<file path="src/rtl/core/mlr_pkg.sv">
// shared types, constants and codes for the midpoint line rasterizer
`default_nettype none

package mlr_pkg;

    // coordinate width and decision width (decision terms reach about 3x a coordinate span)
    localparam int COORD_BITS = 12;
    localparam int DEC_BITS   = COORD_BITS + 4;

    typedef logic signed [COORD_BITS-1:0] coord_t;
    typedef logic signed [DEC_BITS-1:0]   dec_t;

    // operation codes of an input item
    localparam logic OP_START   = 1'b0;
    localparam logic OP_ADVANCE = 1'b1;

    // slope classes: which axis is major and which way the minor axis moves
    typedef enum logic [1:0] {
        CLS_SHALLOW_UP = 2'd0,
        CLS_SHALLOW_DN = 2'd1,
        CLS_STEEP_UP   = 2'd2,
        CLS_STEEP_DN   = 2'd3
    } slope_class_t;

    // running state of the line being drawn
    typedef struct packed {
        coord_t       cur_x;
        coord_t       cur_y;
        coord_t       final_major;
        dec_t         decision;
        dec_t         step_straight;
        dec_t         step_diagonal;
        slope_class_t cls;
        logic         active;
    } line_state_t;

    // one result item
    typedef struct packed {
        coord_t x;
        coord_t y;
        logic   valid;
        logic   last;
    } pixel_t;

endpackage

`default_nettype wire

</file>
<file path="src/rtl/core/mlr_setup.sv">
// line setup: slope class, endpoint ordering and decision initialization
`default_nettype none

module mlr_setup (
    input  mlr_pkg::coord_t      x_start,
    input  mlr_pkg::coord_t      y_start,
    input  mlr_pkg::coord_t      x_end,
    input  mlr_pkg::coord_t      y_end,
    output mlr_pkg::line_state_t state_init,
    output logic                 first_is_last
);

    localparam int CW = mlr_pkg::COORD_BITS;
    localparam int DW = mlr_pkg::DEC_BITS;

    logic signed [CW:0]   dx;
    logic signed [CW:0]   dy;
    logic        [CW:0]   mag_dx;
    logic        [CW:0]   mag_dy;
    logic                 same_dir;
    logic                 shallow;
    logic                 swap;
    mlr_pkg::slope_class_t cls;
    logic signed [CW:0]   dx_o;
    logic signed [CW:0]   dy_o;
    mlr_pkg::dec_t        dxw;
    mlr_pkg::dec_t        dyw;
    mlr_pkg::coord_t      x0_o;
    mlr_pkg::coord_t      y0_o;
    mlr_pkg::coord_t      x1_o;
    mlr_pkg::coord_t      y1_o;

    // deltas and magnitudes, one bit wider than a coordinate
    assign dx = (CW+1)'(x_end) - (CW+1)'(x_start);
    assign dy = (CW+1)'(y_end) - (CW+1)'(y_start);
    assign mag_dx = dx[CW] ? (CW+1)'(-dx) : (CW+1)'(dx);
    assign mag_dy = dy[CW] ? (CW+1)'(-dy) : (CW+1)'(dy);
    assign same_dir = (!dy[CW]) == ((dx != '0) && !dx[CW]);
    assign shallow  = mag_dy < mag_dx;

    // slope class from integer compares
    always_comb
    begin
        if (dx == '0)
        begin
            if (dy == '0)
                cls = mlr_pkg::CLS_SHALLOW_UP;
            else if (!dy[CW])
                cls = mlr_pkg::CLS_STEEP_UP;
            else
                cls = mlr_pkg::CLS_STEEP_DN;
        end
        else if ((dy == '0) || (same_dir && shallow))
            cls = mlr_pkg::CLS_SHALLOW_UP;
        else if (shallow)
            cls = mlr_pkg::CLS_SHALLOW_DN;
        else if (same_dir)
            cls = mlr_pkg::CLS_STEEP_UP;
        else
            cls = mlr_pkg::CLS_STEEP_DN;
    end

    // order the endpoints so the major axis runs the class direction
    always_comb
    begin
        unique case (cls) inside
            mlr_pkg::CLS_SHALLOW_UP,
            mlr_pkg::CLS_SHALLOW_DN: swap = x_start > x_end;
            mlr_pkg::CLS_STEEP_UP:   swap = y_start > y_end;
            default:                 swap = y_start < y_end;
        endcase
    end

    assign x0_o = swap ? x_end   : x_start;
    assign y0_o = swap ? y_end   : y_start;
    assign x1_o = swap ? x_start : x_end;
    assign y1_o = swap ? y_start : y_end;
    assign dx_o = swap ? (CW+1)'(-dx) : dx;
    assign dy_o = swap ? (CW+1)'(-dy) : dy;
    assign dxw  = DW'(dx_o);
    assign dyw  = DW'(dy_o);

    // decision variable and its increments per class
    always_comb
    begin
        state_init.cur_x  = x0_o;
        state_init.cur_y  = y0_o;
        state_init.cls    = cls;
        unique case (cls)
            mlr_pkg::CLS_SHALLOW_UP:
            begin
                state_init.decision      = dxw - (dyw <<< 1);
                state_init.step_straight = -(dyw <<< 1);
                state_init.step_diagonal = (dxw - dyw) <<< 1;
                state_init.final_major   = x1_o;
            end
            mlr_pkg::CLS_SHALLOW_DN:
            begin
                state_init.decision      = dxw + (dyw <<< 1);
                state_init.step_straight = dyw <<< 1;
                state_init.step_diagonal = (dxw + dyw) <<< 1;
                state_init.final_major   = x1_o;
            end
            mlr_pkg::CLS_STEEP_UP:
            begin
                state_init.decision      = (dxw <<< 1) - dyw;
                state_init.step_straight = dxw <<< 1;
                state_init.step_diagonal = (dxw - dyw) <<< 1;
                state_init.final_major   = y1_o;
            end
            default:
            begin
                state_init.decision      = -dyw - (dxw <<< 1);
                state_init.step_straight = -(dxw <<< 1);
                state_init.step_diagonal = (-dyw - dxw) <<< 1;
                state_init.final_major   = y1_o;
            end
        endcase
        first_is_last = ((cls == mlr_pkg::CLS_SHALLOW_UP || cls == mlr_pkg::CLS_SHALLOW_DN)
                         ? x0_o : y0_o) == state_init.final_major;
        state_init.active = !first_is_last;
    end

endmodule

`default_nettype wire

</file>
<file path="src/rtl/core/mlr_step.sv">
// one midpoint step: straight or diagonal move and decision update
`default_nettype none

module mlr_step (
    input  mlr_pkg::line_state_t state_cur,
    output mlr_pkg::line_state_t state_adv,
    output logic                 adv_is_last
);

    localparam int DW = mlr_pkg::DEC_BITS;

    logic            diag;
    logic            dec_neg;
    logic            dec_zero;
    mlr_pkg::coord_t nx;
    mlr_pkg::coord_t ny;

    assign dec_neg  = state_cur.decision[DW-1];
    assign dec_zero = state_cur.decision == '0;

    // diagonal test: steep rising class tests the other sign; every class takes ties diagonally
    assign diag = (state_cur.cls == mlr_pkg::CLS_STEEP_UP) ? !dec_neg
                                                          : (dec_neg || dec_zero);

    // coordinate moves per class
    always_comb
    begin
        nx = state_cur.cur_x;
        ny = state_cur.cur_y;
        unique case (state_cur.cls)
            mlr_pkg::CLS_SHALLOW_UP:
            begin
                nx = state_cur.cur_x + 1'b1;
                if (diag)
                    ny = state_cur.cur_y + 1'b1;
            end
            mlr_pkg::CLS_SHALLOW_DN:
            begin
                nx = state_cur.cur_x + 1'b1;
                if (diag)
                    ny = state_cur.cur_y - 1'b1;
            end
            mlr_pkg::CLS_STEEP_UP:
            begin
                ny = state_cur.cur_y + 1'b1;
                if (diag)
                    nx = state_cur.cur_x + 1'b1;
            end
            default:
            begin
                ny = state_cur.cur_y - 1'b1;
                if (diag)
                    nx = state_cur.cur_x + 1'b1;
            end
        endcase
    end

    // next state and end detection on the major axis
    always_comb
    begin
        state_adv          = state_cur;
        state_adv.cur_x    = nx;
        state_adv.cur_y    = ny;
        state_adv.decision = state_cur.decision
                           + (diag ? state_cur.step_diagonal : state_cur.step_straight);
        adv_is_last = ((state_cur.cls == mlr_pkg::CLS_SHALLOW_UP
                        || state_cur.cls == mlr_pkg::CLS_SHALLOW_DN) ? nx : ny)
                      == state_cur.final_major;
        state_adv.active = !adv_is_last;
    end

endmodule

`default_nettype wire

</file>
<file path="src/rtl/core/mlr_out_buf.sv">
// result register with a skid stage
`default_nettype none

module mlr_out_buf (
    input  wire              clk,
    input  wire              rst_n,
    input  logic             load,
    input  mlr_pkg::pixel_t  load_data,
    output logic             full,
    output logic             out_valid,
    input  logic             out_stall,
    output mlr_pkg::pixel_t  out_data
);

    logic            main_valid_reg;
    logic            main_valid_next;
    logic            skid_valid_reg;
    logic            skid_valid_next;
    mlr_pkg::pixel_t main_reg;
    mlr_pkg::pixel_t main_next;
    mlr_pkg::pixel_t skid_reg;
    mlr_pkg::pixel_t skid_next;
    logic            take;

    assign take      = main_valid_reg && !out_stall;
    assign full      = skid_valid_reg;
    assign out_valid = main_valid_reg;
    assign out_data  = main_reg;

    // fill order: main first, skid only while main waits
    always_comb
    begin
        main_valid_next = main_valid_reg;
        skid_valid_next = skid_valid_reg;
        main_next       = main_reg;
        skid_next       = skid_reg;
        if (take)
        begin
            if (skid_valid_reg)
            begin
                main_next       = skid_reg;
                skid_valid_next = 1'b0;
            end
            else
            begin
                main_valid_next = load;
                main_next       = load_data;
            end
        end
        else if (load)
        begin
            if (!main_valid_reg)
            begin
                main_valid_next = 1'b1;
                main_next       = load_data;
            end
            else
            begin
                skid_valid_next = 1'b1;
                skid_next       = load_data;
            end
        end
    end

    // control flags
    always_ff @(posedge clk or negedge rst_n)
    begin
        if (!rst_n)
        begin
            main_valid_reg <= 1'b0;
            skid_valid_reg <= 1'b0;
        end
        else
        begin
            main_valid_reg <= main_valid_next;
            skid_valid_reg <= skid_valid_next;
        end
    end

    // payload
    always_ff @(posedge clk)
    begin
        main_reg <= main_next;
        skid_reg <= skid_next;
    end

endmodule

`default_nettype wire

</file>
<file path="src/rtl/core/midpoint_line_rasterizer.sv">
// top level of the midpoint line rasterizer
//
// Request channel (req_valid/req_stall) carries one item: operation plus two
// signed endpoints. A start item orders the endpoints, classifies the slope and
// returns the first pixel; each advance item returns the next pixel of the line.
// An advance with no line in progress returns an item with pixel_valid low and
// all other fields zero. The pixel that reaches the end of the major axis has
// last_pixel set, and the line is then closed.
//
// Response channel (rsp_valid/rsp_stall) carries one item per request item.
// The result is registered, in the output register or, while that one is held,
// in the skid stage. Throughput is one item per cycle while req_stall is low,
// set by the single setup/step stage before the output register. When the
// receiver stalls, a skid stage holds one more result, and req_stall rises
// only while both the output register and the skid stage are full. Reset
// (rst_n, asynchronous) empties both stages and closes any line.
`default_nettype none

module midpoint_line_rasterizer (
    input  wire                    clk,
    input  wire                    rst_n,
    input  logic                   req_valid,
    output logic                   req_stall,
    input  logic                   operation,
    input  mlr_pkg::coord_t        x_start,
    input  mlr_pkg::coord_t        y_start,
    input  mlr_pkg::coord_t        x_end,
    input  mlr_pkg::coord_t        y_end,
    output logic                   rsp_valid,
    input  logic                   rsp_stall,
    output mlr_pkg::coord_t        pixel_x,
    output mlr_pkg::coord_t        pixel_y,
    output logic                   pixel_valid,
    output logic                   last_pixel
);

    mlr_pkg::line_state_t line_reg;
    mlr_pkg::line_state_t line_next;
    mlr_pkg::line_state_t state_init;
    mlr_pkg::line_state_t state_adv;
    mlr_pkg::pixel_t      result;
    mlr_pkg::pixel_t      out_data;
    logic                 first_is_last;
    logic                 adv_is_last;
    logic                 buf_full;
    logic                 accept;

    assign req_stall = buf_full;
    assign accept    = req_valid && !buf_full;

    mlr_setup u_setup (
        .x_start       (x_start),
        .y_start       (y_start),
        .x_end         (x_end),
        .y_end         (y_end),
        .state_init    (state_init),
        .first_is_last (first_is_last)
    );

    mlr_step u_step (
        .state_cur   (line_reg),
        .state_adv   (state_adv),
        .adv_is_last (adv_is_last)
    );

    // pick the new line state and the result for this item
    always_comb
    begin
        line_next = line_reg;
        result    = '0;
        if (operation == mlr_pkg::OP_START)
        begin
            line_next    = state_init;
            result.x     = state_init.cur_x;
            result.y     = state_init.cur_y;
            result.valid = 1'b1;
            result.last  = first_is_last;
        end
        else if (line_reg.active)
        begin
            line_next    = state_adv;
            result.x     = state_adv.cur_x;
            result.y     = state_adv.cur_y;
            result.valid = 1'b1;
            result.last  = adv_is_last;
        end
    end

    // line state register
    always_ff @(posedge clk or negedge rst_n)
    begin
        if (!rst_n)
            line_reg <= '0;
        else if (accept)
            line_reg <= line_next;
    end

    mlr_out_buf u_out_buf (
        .clk       (clk),
        .rst_n     (rst_n),
        .load      (accept),
        .load_data (result),
        .full      (buf_full),
        .out_valid (rsp_valid),
        .out_stall (rsp_stall),
        .out_data  (out_data)
    );

    assign pixel_x     = out_data.x;
    assign pixel_y     = out_data.y;
    assign pixel_valid = out_data.valid;
    assign last_pixel  = out_data.last;

endmodule

`default_nettype wire

</file>
<file path="config.mk">
export PLATFORM = sky130hd
export DESIGN_NAME = midpoint_line_rasterizer
export DESIGN_NICKNAME = d
export VERILOG_FILES = /design/src/rtl/core/mlr_pkg.sv /design/src/rtl/core/mlr_setup.sv /design/src/rtl/core/mlr_step.sv /design/src/rtl/core/mlr_out_buf.sv /design/src/rtl/core/midpoint_line_rasterizer.sv
export SDC_FILE = /design/constraint.sdc
export NUM_CORES = 1
export LEC_CHECK = 0
export BUFFER_PORTS_ARGS = -buffer_cell sky130_fd_sc_hd__buf_4
export CAP_MARGIN = 5
export CORE_MARGIN = 2
export CORE_UTILIZATION = 60
export DETAILED_ROUTE_END_ITERATION = 6
export PLACE_DENSITY_LB_ADDON = 0.2
export SLEW_MARGIN = 20
export SYNTH_ARGS = -nofsm -noshare
export SYNTH_HDL_FRONTEND = slang
export SYNTH_HIERARCHICAL = 1
export SYNTH_SLANG_ARGS = --single-unit
</file>
<file path="constraint.sdc">
create_clock -name clk -period 9.1 [get_ports clk]
set_input_delay 0 -clock clk [delete_from_list [all_inputs] [get_ports clk]]
set_output_delay 0 -clock clk [all_outputs]
set_load 0.01 [all_outputs]
</file>
==> impl_metrics.json <==
{
  "outcome": "complete, no violations",
  "h-tree-depth": 4,
  "synth-simple-area-share": 0.213,
  "num_rows": 65,
  "cp_data_required_time_ns": 9.42,
  "yosys_warnings": 6,
  "fin_hold_ws_ns": 0.0744,
  "period_needed_ns": 8.59,
  "grtUsageTotal": 0.376,
  "stdcell_area_um2": 20600,
  "startpoint_type": "input pin",
  "fp.dieW_um": 183,
  "wl_mm": 63.6,
  "ant_nets": 0,
  "slowest_delay_ns": 0.55,
  "clockBufferDepth": 2,
  "hpwl_mm": 47.4,
  "relSlewSlack": 0.229,
  "ios": 81,
  "first_global_vias": 17344,
  "fin_tns_setup_ns": 0,
  "use_met3": 0.0836,
  "cts_tree": "yes",
  "clockRootBuffer": "clkbuf_16",
  "die-area_um2": 33600,
  "clk_pin_slew_ns": 0.08,
  "synthFlopType": "dfrtp_1",
  "clock_skew_ns": 0.0186,
  "cts_inserted_buffers": 17,
  "worstMarginPinSlew_ns": 1.15,
  "final_max_slew_viol_count": 0,
  "grt_max_degree": 99,
  "start_util": 0.611,
  "cts.sinks": 141,
  "hold_viol_final": 0,
  "ys_types": 117,
  "die_y_um": 183,
  "synth_area_leaders": "dfrtp_1 12%, ha_1 9.8%, edfxtp_1 8.1%",
  "hp-class": "in2async",
  "synth_top_family_by_area": "compound AO/OA/AOI/OAI gates",
  "vias_per_cell": 6.80,
  "nets": 2515,
  "dpl-instance-area_um2": 20000,
  "grt_antenna_before_repair": 1,
  "async_flop_share": 0.631,
  "path_max_fanout": 7,
  "drv_cap": 0,
  "synth_top_area_frac": 0.115,
  "synth_top_cell_by_area": "dfrtp_1",
  "max_freq_mhz": 116,
  "finalCritPeriodShare": 0.943,
  "clkLatencyLatePin_ns": 0.44,
  "gr-total-overflow": 0,
  "drive_above_1_share": 0.196,
  "synthMuxAreaShare": 0.0614,
  "largest_register_ffs": 87,
  "setup_violations": 0,
  "ctsResizeCount": 0,
  "use_met2": 0.573,
  "critical_path_class": "in2reg",
  "post_drt_wl_per_cell_um": 23.4,
  "synth_xor_area_frac": 0.0949,
  "synthAdderAreaFrac": 0.107,
  "ys_ff_latch": 141,
  "slowest_stage": "nor3b_1",
  "io_buffer_count": 80,
  "gp_congestion": 0.993,
  "ys_seq_area_frac": 0.196,
  "grt_busiest_layer": "met2",
  "drc": 0,
  "syn_area_um2": 19300,
  "synth-edff-count": 52,
  "area_delta_synth_final_pct": 6.70,
  "use_met1": 0.545,
  "grt_pass1_wl_mm": 99.4,
  "drtPass1Iterations": 6,
  "reg2reg_depth": 17,
  "rsz0062_at_grt": "no",
  "synthCells": 2315,
  "synth_compound_area_frac": 0.254,
  "arrival_ns": 8.90,
  "num_vias": 18477,
  "worstSetupEndpointType": "register",
  "drt_iter0_drc": 2461,
  "core_area_um2": 31600,
  "synth.avg_cell_area_um2": 8.34
}
cell families (layout without fill, tap and decap cells):
group / after synthesis / in the layout
muxes: 94 / 94
buffers and inverters: 292 / 292
AOI/OAI and AO/OA: 685 / 685
and+or+nand+nor: 740 / 740
adders and majority gates: 160 / 160
other: 1 / 3
DFF: 141 / 141
xor gates and xnor gates: 202 / 202
layer usage:
metal | vias up | wire length (µm)
met4 | 2 | 1140
li1 | 8514 | -
met3 | 83 | 6680
met5 | - | 13
met1 | 9000 | 28300
met2 | 878 | 27500
placed cells by master (no fill, tap or decap), drive strengths merged, types with 17 or more instances in the layout:
master  synthesis  layout
a22o           26      26
ha            151     151
nand3          60      60
nand2         198     198
o221a          66      66
mux2           67      67
a31oi          29      29
a211oi         22      22
nor2          200     200
buf           106     145
o21bai         18      18
nor2b          21      21
edfxtp         52      52
and4bb         63      63
xnor2         145     145
mux2i          27      27
inv           113     119
clkbuf         73      17
a221oi         17      17
xor2           55      55
nor3           40      40
nand2b         24      24
and3           27      27
o211ai         21      21
a21o           44      44
or3            19      19
o21ai         172     172
dfrtp          89      89
a21oi         131     131
final timing paths:
check	startpoint	slack (ns)	endpoint
worst min-delay path	rst_n	0.07	line_reg[49]
max in group asynchronous	rst_n	7.82	line_reg[0]
worst min register to register	u_out_buf/skid_reg[25]	0.54	u_out_buf/out_data[25]
min in group clk	y_start[3]	0.13	line_reg[54]
worst max-delay path	y_start[0]	0.51	line_reg[50]
worst max register to register	line_reg[47]	3.53	line_reg[47]
metrics by stage:
stage          utilization  setup WS, ns  std cells
4_1_cts              0.651         0.760       2718
2_1_floorplan            -         0.600       2316
3_3_place_gp         0.631         0.621       2684
3_5_place_dp         0.631         0.327       2684
6_report             0.652         0.515       2719
5_1_grt              0.651        0.0756       2718
synthesized netlist by cell type, types with 8 or more instances:
cell      count
nor2_1      199
nand2_1     198
o21ai_0     163
ha_1        151
xnor2_1     142
a21oi_1     129
inv_1       111
dfrtp_1      89
clkbuf_1     71
o221a_2      66
and4bb_2     63
nand3_1      57
xor2_1       53
edfxtp_1     52
buf_4        49
a21o_1       42
mux2_4       40
buf_2        39
nor3_1       39
a31oi_1      28
mux2_2       27
a22o_1       26
and3_1       25
mux2i_1      24
nand2b_1     24
nor2b_1      20
o211ai_1     19
a211oi_1     18
o21bai_1     18
o22ai_1      16
a221oi_1     15
nand4_1      13
or3_1        13
nor4_1       12
o31ai_1      12
a31o_2       10
o21a_1       10
and2_1        9
buf_6         9
nand3b_1      9
o21ai_1       9
a211o_1       8
fa_1          8
or2_2         8
or4_1         8
cell type report:
| class | instances | area, µm² |
|---|---|---|
| clock buffers | 17 | 425 |
| multi-input cells | 1883 | 14200 |
| repair buffers | 147 | 1110 |
| diodes | 1 | 2.50 |
| well taps | 402 | 503 |
| inverters | 113 | 424 |
| flip-flops and latches | 141 | 3790 |
| clock inverters | 15 | 204 |
| fillers | 2756 | 11000 |
critical path, delay by kind of cell:
family	cells	cell delay, ns
AOI/OAI and AO/OA	13	3.09
xor gates and xnor gates	4	0.88
adders and majority gates	4	1.37
buffers and inverters	1	0.12
and+or+nand+nor	12	3.43
what timing repair did:
action,CTS,global route
setup buffers,0,0
endpoints found under the hold margin,36,0
hold buffers,2,0
endpoints found under the setup margin,0,0
Power is left out: the tool's default activity adds up to more than one toggle a clock period on the data nets, which glitch-free logic cannot reach.
